[src/rtl/rbf_pkg.sv]
// ----------------------------------------------------------------------------
// rbf_pkg
// Shared constants and types for the ring buffer FIFO.
// ----------------------------------------------------------------------------
package rbf_pkg;

  localparam int MAX_DEPTH  = 1024;
  localparam int DATA_WIDTH = 32;
  localparam int ADDR_W     = $clog2(MAX_DEPTH);
  localparam int CNT_W      = ADDR_W + 1;
  localparam int LOG_W      = 4;
  localparam int MAX_LOG    = ADDR_W;
  localparam int OUT_DW     = 32;
  localparam int OUT_CW     = 11;

  typedef enum logic [1:0] {
    MODE_PUSH  = 2'd0,
    MODE_POP   = 2'd1,
    MODE_PEEK  = 2'd2,
    MODE_QUERY = 2'd3
  } mode_t;

  typedef struct packed {
    logic                  we;
    logic [ADDR_W-1:0]     waddr;
    logic [DATA_WIDTH-1:0] wdata;
    logic                  re;
    logic [ADDR_W-1:0]     raddr;
  } mem_req_t;

  typedef struct packed {
    logic             ok;
    logic             rd;
    logic [CNT_W-1:0] occ;
    logic [CNT_W-1:0] free;
  } res_t;

endpackage

[src/rtl/rbf_ctrl.sv]
// ----------------------------------------------------------------------------
// rbf_ctrl
// Cursor tracking, capacity register and per-transaction result decode.
// ----------------------------------------------------------------------------
module rbf_ctrl (
  input  logic                           clk,
  input  logic                           rst_n,
  input  logic                           cfg_fire,
  input  logic [rbf_pkg::LOG_W-1:0]      cfg_data,
  input  logic                           in_fire,
  input  rbf_pkg::mode_t                 in_mode,
  input  logic [rbf_pkg::DATA_WIDTH-1:0] in_push_data,
  output rbf_pkg::mem_req_t              mem_req,
  output rbf_pkg::res_t                  res
);
  import rbf_pkg::*;

  logic [LOG_W-1:0]  cap_log_r, cap_log_nxt;
  logic [CNT_W-1:0]  wc_r, wc_nxt;
  logic [CNT_W-1:0]  rc_r, rc_nxt;
  logic [CNT_W-1:0]  cap;
  logic [CNT_W-1:0]  wrap_mask;
  logic [ADDR_W-1:0] slot_mask;
  logic [CNT_W-1:0]  used;
  logic [CNT_W-1:0]  used_after;

  always_comb begin
    cap       = CNT_W'(1) << cap_log_r;
    wrap_mask = (CNT_W'(1) << (cap_log_r + LOG_W'(1))) - CNT_W'(1);
    slot_mask = ADDR_W'(cap - CNT_W'(1));
    used      = (wc_r - rc_r) & wrap_mask;
  end

  always_comb begin
    wc_nxt        = wc_r;
    rc_nxt        = rc_r;
    cap_log_nxt   = cap_log_r;
    used_after    = used;
    res.ok        = 1'b1;
    res.rd        = 1'b0;
    mem_req.we    = 1'b0;
    mem_req.re    = 1'b0;
    mem_req.waddr = wc_r[ADDR_W-1:0] & slot_mask;
    mem_req.raddr = rc_r[ADDR_W-1:0] & slot_mask;
    mem_req.wdata = in_push_data;
    case (in_mode)
      MODE_PUSH: begin
        if (used >= cap) begin
          res.ok = 1'b0;
        end else begin
          mem_req.we = in_fire;
          wc_nxt     = (wc_r + CNT_W'(1)) & wrap_mask;
          used_after = used + CNT_W'(1);
        end
      end
      MODE_POP, MODE_PEEK: begin
        if (used == '0) begin
          res.ok = 1'b0;
        end else begin
          res.rd     = 1'b1;
          mem_req.re = in_fire;
          if (in_mode == MODE_POP) begin
            rc_nxt     = (rc_r + CNT_W'(1)) & wrap_mask;
            used_after = used - CNT_W'(1);
          end
        end
      end
      default: begin
      end
    endcase
    res.occ  = used_after;
    res.free = cap - used_after;
    if (!in_fire) begin
      wc_nxt = wc_r;
      rc_nxt = rc_r;
    end
    if (cfg_fire) begin
      cap_log_nxt = (cfg_data > LOG_W'(MAX_LOG)) ? LOG_W'(MAX_LOG) : cfg_data;
      wc_nxt      = '0;
      rc_nxt      = '0;
    end
  end

  always_ff @(posedge clk) begin
    if (!rst_n) begin
      cap_log_r <= LOG_W'(MAX_LOG);
      wc_r      <= '0;
      rc_r      <= '0;
    end else begin
      cap_log_r <= cap_log_nxt;
      wc_r      <= wc_nxt;
      rc_r      <= rc_nxt;
    end
  end

endmodule
[config.mk]
export PLATFORM = sky130hd
export DESIGN_NAME = rbf_ctrl
export DESIGN_NICKNAME = d
export VERILOG_FILES = /design/src/rtl/rbf_pkg.sv /design/src/rtl/rbf_ctrl.sv
export SDC_FILE = /design/constraint.sdc
export NUM_CORES = 1
export LEC_CHECK = 0
export ABC_AREA = 1
export BUFFER_PORTS_ARGS = -buffer_cell sky130_fd_sc_hd__buf_2
export CAP_MARGIN = 5
export CORE_AREA = 2 2 110 112
export DETAILED_ROUTE_END_ITERATION = 8
export DIE_AREA = 0 0 112 114
export HOLD_SLACK_MARGIN = 0.02
export SLEW_MARGIN = 15
export SYNTH_ARGS = -nofsm -noshare
export SYNTH_HDL_FRONTEND = slang
export SYNTH_SLANG_ARGS = --single-unit
[constraint.sdc]
create_clock -name clk -period 20.3 [get_ports clk]
set_clock_uncertainty 0.1 [all_clocks]
set_input_delay 4.06 -clock clk [delete_from_list [all_inputs] [get_ports clk]]
set_output_delay 4.06 -clock clk [all_outputs]
set_load 0.01 [all_outputs]
==> summary.txt, run 1 <==
Worst setup path
  • Worst Path Max Fanout: 10
  • CP max stage cell: ha_1
  • Worst path cell trace: buf_2 > inv_1 > ha_1 > inv_1 > nor2_8 > inv_1 > a21o_1 > nand2_1 > inv_1 > ha_1 > nand2_1 > nor2_1 > a211oi_1 > o21ai_0 > a21oi_1 > inv_1 > a21oi_1 > inv_1 > a21oi_1 > nor2_1 > nor2_1 > xnor2_1 > buf_2
  • Max incr delay on CP: 0.40 ns
  • CP arrival: about 7.5 ns
  • Startpoint types: input port
  • Class of the most critical setup path: input port to output pin
  • Most common cell on crit path: inv_1
  • Crit end category: output pin
  • Critical Path RT: 16.14 ns

STA
  • Worst Slack Setup Final: 8.62 ns
  • Final hold violations: 0
  • Relative slew slack: 49.0%
  • Final Setup Violations: 0
  • Fmax: approximately 86 MHz
  • RSZ-0062 raised after global routing: no
  • Final min period: ~12 ns
  • Max-slew violation count: 0
  • Crit share post-route: 57.5%
  • Slew @ Worst Pin: 0.760 ns
  • Hold_ws: 0.367 ns
  • Setup TNS: 0 ns

Yosys
  • Synth area leader: nand2_1
  • Post-synth EDFFs: 0
  • Main synth FF type: dfxtp_1
  • Register area share after synthesis: 11.0%
  • Area contributors post-synth: nand2_1 16%, dfxtp_1 11%, ha_1 11%
  • Async SR Flop Fraction: 0%
  • Mean Syn Cell Area: a little under 6 um2
  • Netlist cell types: between 40 and 50
  • Area share of the leading cell type in the synthesized netlist: 15.8%
  • Syn Nets: about 900
  • Synthesis Warnings: 0
  • #FFs+latches synth: 26
  • Mapped Cells: 801
  • Area of the mapped netlist: 0.00475 mm2

Clock tree
  • H-tree depth: 1
  • Worst-Skew Late Latency: 0.26 ns
  • Root Driver: clkbuf_16
  • Clock sink total: 26
  • Post-CTS setup buffers: 0
  • Total CTS buffers: 3
  • Post-CTS Hold Buffers: 0
  • CTS tree: built
  • Clock-pin slew on the worst setup and hold paths: 0.06 ns
  • Max Root-Sink Buffers: 2
  • Post-CTS Resized: 0

Power
  • Sequential Power Share: 21.3%
  • P_int: 0.132 mW
  • Max VDD drop: 0.0476 mV
  • Tot Pwr: between 0.2 and 0.25 mW
  • Pwr Density: 49.8 mW/mm2
  • Clock power share: around a fifth
  • Combinational share of power: roughly 60%
  • Leak pwr: 2.77 nW
  • Sw power: 0.116 mW
  • Sw frac: 46.7%

Global route
  • Vias in the first global route: 4690
  • Initial antenna violation count: 0
  • Largest net degree at the start of global routing: 20
  • First-pass GRT wire length: 22800 um
  • Total GRT Usage: 21.9%
  • Grt total ovfl: 0

Placement
  • Dpl cell area: 0.00490 mm2
  • Dpl hpwl: 11700 um
  • Placed Cells incl. Taps: 961
  • Worst slack, placed: ~8.6 ns
  • GP Congestion: 0.945
  • Buffers on Ports: between 50 and 60

Layout
  • Fin util: 42.6%
  • Area Overhead vs Synth: 5.01%
  • Non-Filler Instances: 965
  • NumNets Final: 903
  • Storage cell area: 520 um2
  • FILL cells: roughly 1300
  • Final instance area: around 0.005 mm2
  • Diode count: 0
  • Multi-input gate area: approximately 0.0034 mm2
  • Share of layout cells above drive strength 1: 14.4%

Detailed routing
  • Final wirelength: between 10000 and 15000 um
  • Via Count: 4971
  • Post-route ant nets: 0
  • Pre-Repair DR Iteration Count: 5
  • Drt wl/cell: 14.5 um
  • Via-to-Cell Ratio: 5.15
  • Starting DRT DRC Count: roughly 390
  • DRC: 0

Die
  • Die width: around 110 um
  • Initial Util: 40.6%
  • IO Count: 120
  • Die area: 0.0128 mm2
  • Die Ht: 114 um
  • Core Area: 0.0117 mm2
  • Rows: 40

Run status
  • Status: complete, no violations

Flow run
  • Max_cap viols: 0

Hold path
  • Tightest Hold Check Type: register to register
## placed cells by master (no fill, tap or decap), types with 6 or more instances in the layout
cell	count
a21oi_1	37
buf_2	55
dfxtp_1	26
ha_1	40
inv_1	122
inv_2	14
nand2_1	200
nand2_2	12
nand3_1	53
nand3_2	8
nand4_1	20
nor2_1	78
nor3_1	23
nor4_1	7
o21ai_0	26
o21ai_1	6
xnor2_1	10
xor2_1	31
## registers in the layout, indices dropped and copies added (netlist names)
name and count:
cap_log_r 4, wc_r 11, rc_r 11
## kinds of logic (layout without fill, tap and decap cells)
logic type / after synthesis / count (layout) / synth area share [%]
fa+ha+maj: 42 / 42 / 11.4
compound gates: 90 / 90 / 10.8
buf+inv: 179 / 196 / 17.4
flops: 26 / 26 / 11.0
xor+xnor: 41 / 41 / 7.56
simple gates: 423 / 423 / 41.9
## area by class of cell
| type | instances | share of cell area, % |
|---|---|---|
| multi-input cells | 596 | 68.3 |
| flip-flops and latches | 26 | 10.4 |
| well taps | 147 | 3.69 |
| clock buffers | 4 | 1.78 |
| inverters | 137 | 10.3 |
| repair buffers | 55 | 5.52 |
## critical path: cells and delay by family
family | cells | cell delay, ns
AOI/OAI and AO/OA | 6 | 1.25
and+or+nand+nor | 6 | 0.62
buffers and inverters | 8 | 0.81
adders and majority gates | 2 | 0.66
xor gates and xnor gates | 1 | 0.12
## power groups by stage
| stage | registers, mW | clock network, mW | logic [mW] |
|---|---|---|---|
| floorplan | 0.0535 | 0 | 0.114 |
| global placement | 0.0541 | 0 | 0.147 |
| detailed placement | 0.0541 | 0 | 0.147 |
| CTS | 0.0529 | 0.0488 | 0.147 |
| global route | 0.0531 | 0.0510 | 0.165 |
| finish | 0.0530 | 0.0479 | 0.147 |
## path summary, 6_finish.rpt
check	startpoint	endpoint	slack, ns	depth (start not counted)
min reg2reg	rc_r[8]	rc_r[8]	0.37	2
min	rc_r[8]	rc_r[8]	0.37	2
max reg2reg	cap_log_r[0]	wc_r[1]	15.61	27
max	in_mode[1]	res[9]	8.62	23
## metal layers
metal | vias to the layer above | routed length (um) | track usage [%]
met5 | - | 0 | 0
met4 | 0 | 475 | 6.59
met3 | 31 | 623 | 1.33
met2 | 155 | 6360 | 38.0
met1 | 2219 | 6550 | 29.4
li1 | 2566 | - | -
## synthesized netlist by cell type, types with 3 or more instances
master,count
xnor2_1,10
nand2_2,12
ha_1,40
nand2_4,5
nor3_1,23
xor2_1,31
nor4_1,7
nand3_2,8
o21ai_1,6
a21oi_1,37
nor2_1,78
dfxtp_1,26
nand3_1,53
o211ai_1,3
inv_1,122
nor2_2,5
inv_2,14
buf_4,32
nor2_4,4
buf_6,4
o21bai_1,3
clkbuf_1,4
nand2_1,200
a211oi_1,3
o21ai_0,26
nand4_1,20
Note: power is estimated with default switching activity, not from simulation.
==> run 2, diff against run 1 <==
Settings changed: ABC_AREA 1 to 0, CORE_AREA 2 2 110 112 to 2 2 111 113, DIE_AREA 0 0 112 114 to 0 0 113 115, PLACE_DENSITY set to 0.67.
Clock period 20.3 ns to 9.6 ns, I/O delays scaled along.
==> summary.txt, run 2 <==
Worst setup path
  • CP max stage cell: or3_4
  • Worst Path Max Fanout: 11 (+1)
  • Class of the most critical setup path: register to output pin
  • CP arrival: 7.09 ns (-0.43 ns)
  • Critical Path RT: 7.58 ns (-8.56 ns)
  • Crit end category: output pin
  • Most common cell on crit path: ha_1
  • Startpoint types: register
  • Max incr delay on CP: 0.42 ns (+0.02 ns)
  • Worst R2R Setup Slack: 4.03 ns (-11.58 ns)

Die
  • Die Ht: 115 um (+0.88%)
  • Rows: 40 (unchanged)
  • Die area: 0.0130 mm2 (+1.8%)
  • Die width: 113 um (+0.89%)
  • Core Area: 0.0118 mm2 (+0.85%)
  • IO Count: 120 (unchanged)
  • Initial Util: 41.1% (+0.56 points)

Layout
  • FILL cells: 1214 (-8.6%)
  • Commonest non-fill, non-tap cell in the layout: nor2_1
  • Share of layout cells above drive strength 1: 16.9% (+2.5 points)
  • Most frequent cells in the layout: 63 x nor2_1, 55 x buf_2, 40 x a21oi_1
  • Diode count: 0 (unchanged)
  • NumNets Final: 748 (-17%)
  • Registers with the most flip-flops: rc_r x11, wc_r x11, cap_log_r x4
  • Area Overhead vs Synth: 4.02%
  • Non-Filler Instances: 810 (-16%)

Clock tree
  • Root Driver: clkbuf_16
  • Clock-pin slew on the worst setup and hold paths: 0.07 ns (about the same)
  • H-tree depth: 1 (unchanged)
  • Post-CTS Hold Buffers: 0 (unchanged)
  • Worst-Skew Late Latency: 0.27 ns (about the same)
  • Total CTS buffers: 3 (unchanged)
  • Clock sink total: 26 (unchanged)
  • Post-CTS Resized: 0 (unchanged)
  • CTS tree: built
  • Max Root-Sink Buffers: 2 (unchanged)
  • Post-CTS setup buffers: 0 (unchanged)

STA
  • Fmax: 110 MHz
  • Final hold violations: 0 (unchanged)
  • Relative slew slack: 35.9% (-13 points)
  • Final Setup Violations: 0 (unchanged)
  • Setup TNS: 0 ns (unchanged)
  • RSZ-0062 raised after global routing: no
  • Hold_ws: 0.394 ns (+0.0272 ns)
  • Slew @ Worst Pin: 0.961 ns (+0.202 ns)
  • Max-slew violation count: 0 (unchanged)
  • Crit share post-route: 94.9%
  • Final min period: ~9 ns

Yosys
  • Synth area leader: dfxtp_1
  • #FFs+latches synth: 26 (unchanged)
  • Synthesis Warnings: 0 (unchanged)
  • Main synth FF type: dfxtp_1
  • Mean Syn Cell Area: 7.35 um2 (+24%)
  • Register area share after synthesis: 10.7% (-0.24 points)
  • Most instantiated library cell after synthesis: nor2_1
  • Async SR Flop Fraction: 0% (unchanged)
  • Area contributors post-synth: dfxtp_1 11%, ha_1 10%, buf_4 5.6%
  • Synth cell count leaders: 63 x nor2_1, 40 x a21oi_1, 40 x ha_1
  • Area of the mapped netlist: 0.00486 mm2 (+2.2%)
  • Syn Nets: 745 (-16%)
  • Post-synth EDFFs: 0 (unchanged)
  • Mapped Cells: 661 (-17%)
  • Area share of the leading cell type in the synthesized netlist: 10.7% (-5.1 points)
  • Netlist cell types: 97 (+120%)

Global route
  • Grt total ovfl: 0 (unchanged)
  • First-pass GRT wire length: 22400 um (-1.7%)
  • Total GRT Usage: 21.0% (-0.91 points)
  • Initial antenna violation count: 0 (unchanged)
  • Vias in the first global route: 4421 (-5.7%)
  • Largest net degree at the start of global routing: 30 (+50%)

Run status
  • Violated checks: design-rule violations
  • Status: finished, violations left

Placement
  • Placed Cells incl. Taps: 806 (-16%)
  • GP Congestion: 0.916 (-3.1%)
  • Dpl hpwl: 11200 um (-4.9%)
  • Buffers on Ports: 55 (unchanged)

Power
  • Leak pwr: 2.12 nW (-24%)
  • Pwr Density: 69.5 mW/mm2 (+40%)
  • Max VDD drop: 0.0673 mV (+41%)

Hold path
  • Tightest Hold Check Type: register to register

Detailed routing
  • Drt wl/cell: 17.5 um (+21%)
  • Starting DRT DRC Count: 391 (+1.0%)
  • Via Count: 4951 (-0.40%)
  • Max Used Layer: met4
  • Pre-Repair DR Iteration Count: 7 (+2)
  • Final wirelength: 14200 um (+1.2%)
  • Routed wl met2: 6850 um (+7.7%)
  • Met3 wire len: 1010 um (+61%)
  • DRC: 7 (+7)
  • Via-to-Cell Ratio: 6.11 (+19%)
  • Metal1 wirelength: 5960 um (-9.1%)
  • Post-route ant nets: 0 (unchanged)

Flow run
  • Max_cap viols: 0 (unchanged)
[run 2: worst paths after layout]
path / startpoint / end / cells past startpoint
worst min register to register: wc_r[0] / wc_r[0] / 2
worst max register to register: cap_log_r[1] / wc_r[5] / 21
worst min-delay path: wc_r[0] / wc_r[0] / 2
worst max-delay path: cap_log_r[1] / res[10] / 32
[run 2: kinds of logic (layout without fill, tap and decap cells)]
group	Yosys count	count (layout)	share of synthesized area [%]
muxes	13	13	3.12
DFF	26	26	10.7
and+or+nand+nor	265	265	30.6
xor gates and xnor gates	18	18	3.63
AOI/OAI and AO/OA	187	187	28.1
adders and majority gates	43	43	11.3
buffers and inverters	109	111	12.6
[run 2: critical path, delay by kind of cell (launching register included)]
kind / cells / cell delay (ns)
AO/OA/AOI/OAI: 12 / 2.16
AND/OR/NAND/NOR: 11 / 2.30
buffers and inverters: 3 / 0.42
XOR/XNOR: 1 / 0.13
adder cells (fa/ha/maj): 4 / 1.14
flip-flops: 1 / 0.32
multiplexers: 1 / 0.34
[run 2: area by class of cell]
| class | instances | area [um2] | share of cell area (%) |
|---|---|---|---|
| multi-input cells | 526 | 3740 | 74.1 |
| flip-flops and latches | 26 | 522 | 10.3 |
| repair buffers | 66 | 358 | 7.08 |
| well taps | 147 | 184 | 3.64 |
| inverters | 41 | 154 | 3.05 |
| clock buffers | 4 | 88.8 | 1.76 |
[run 2: metal layers]
layer | vias up | global-route usage, %
li1 | 2380 | -
met1 | 2324 | 27.6
met2 | 204 | 35.4
met3 | 43 | 3.11
met4 | 0 | 6.83
met5 | - | 0
[run 2: power by group]
part	internal, mW	switching [mW]
logic	0.0526	0.0837
registers	0.109	0.00126
clock network	0.0639	0.0406
[run 2: metrics by stage]
step           utilization (%)  setup WS, ns  instance area [um2]  power [mW]
3_3_place_gp              41.8         0.886                 4940       0.243
5_1_grt                   42.8        0.0242                 5050       0.371
3_5_place_dp              41.8         0.677                 4940       0.246
2_1_floorplan                -          1.00                 4860       0.224
6_report                  42.8         0.487                 5050       0.351
4_1_cts                   42.6         0.362                 5030       0.350
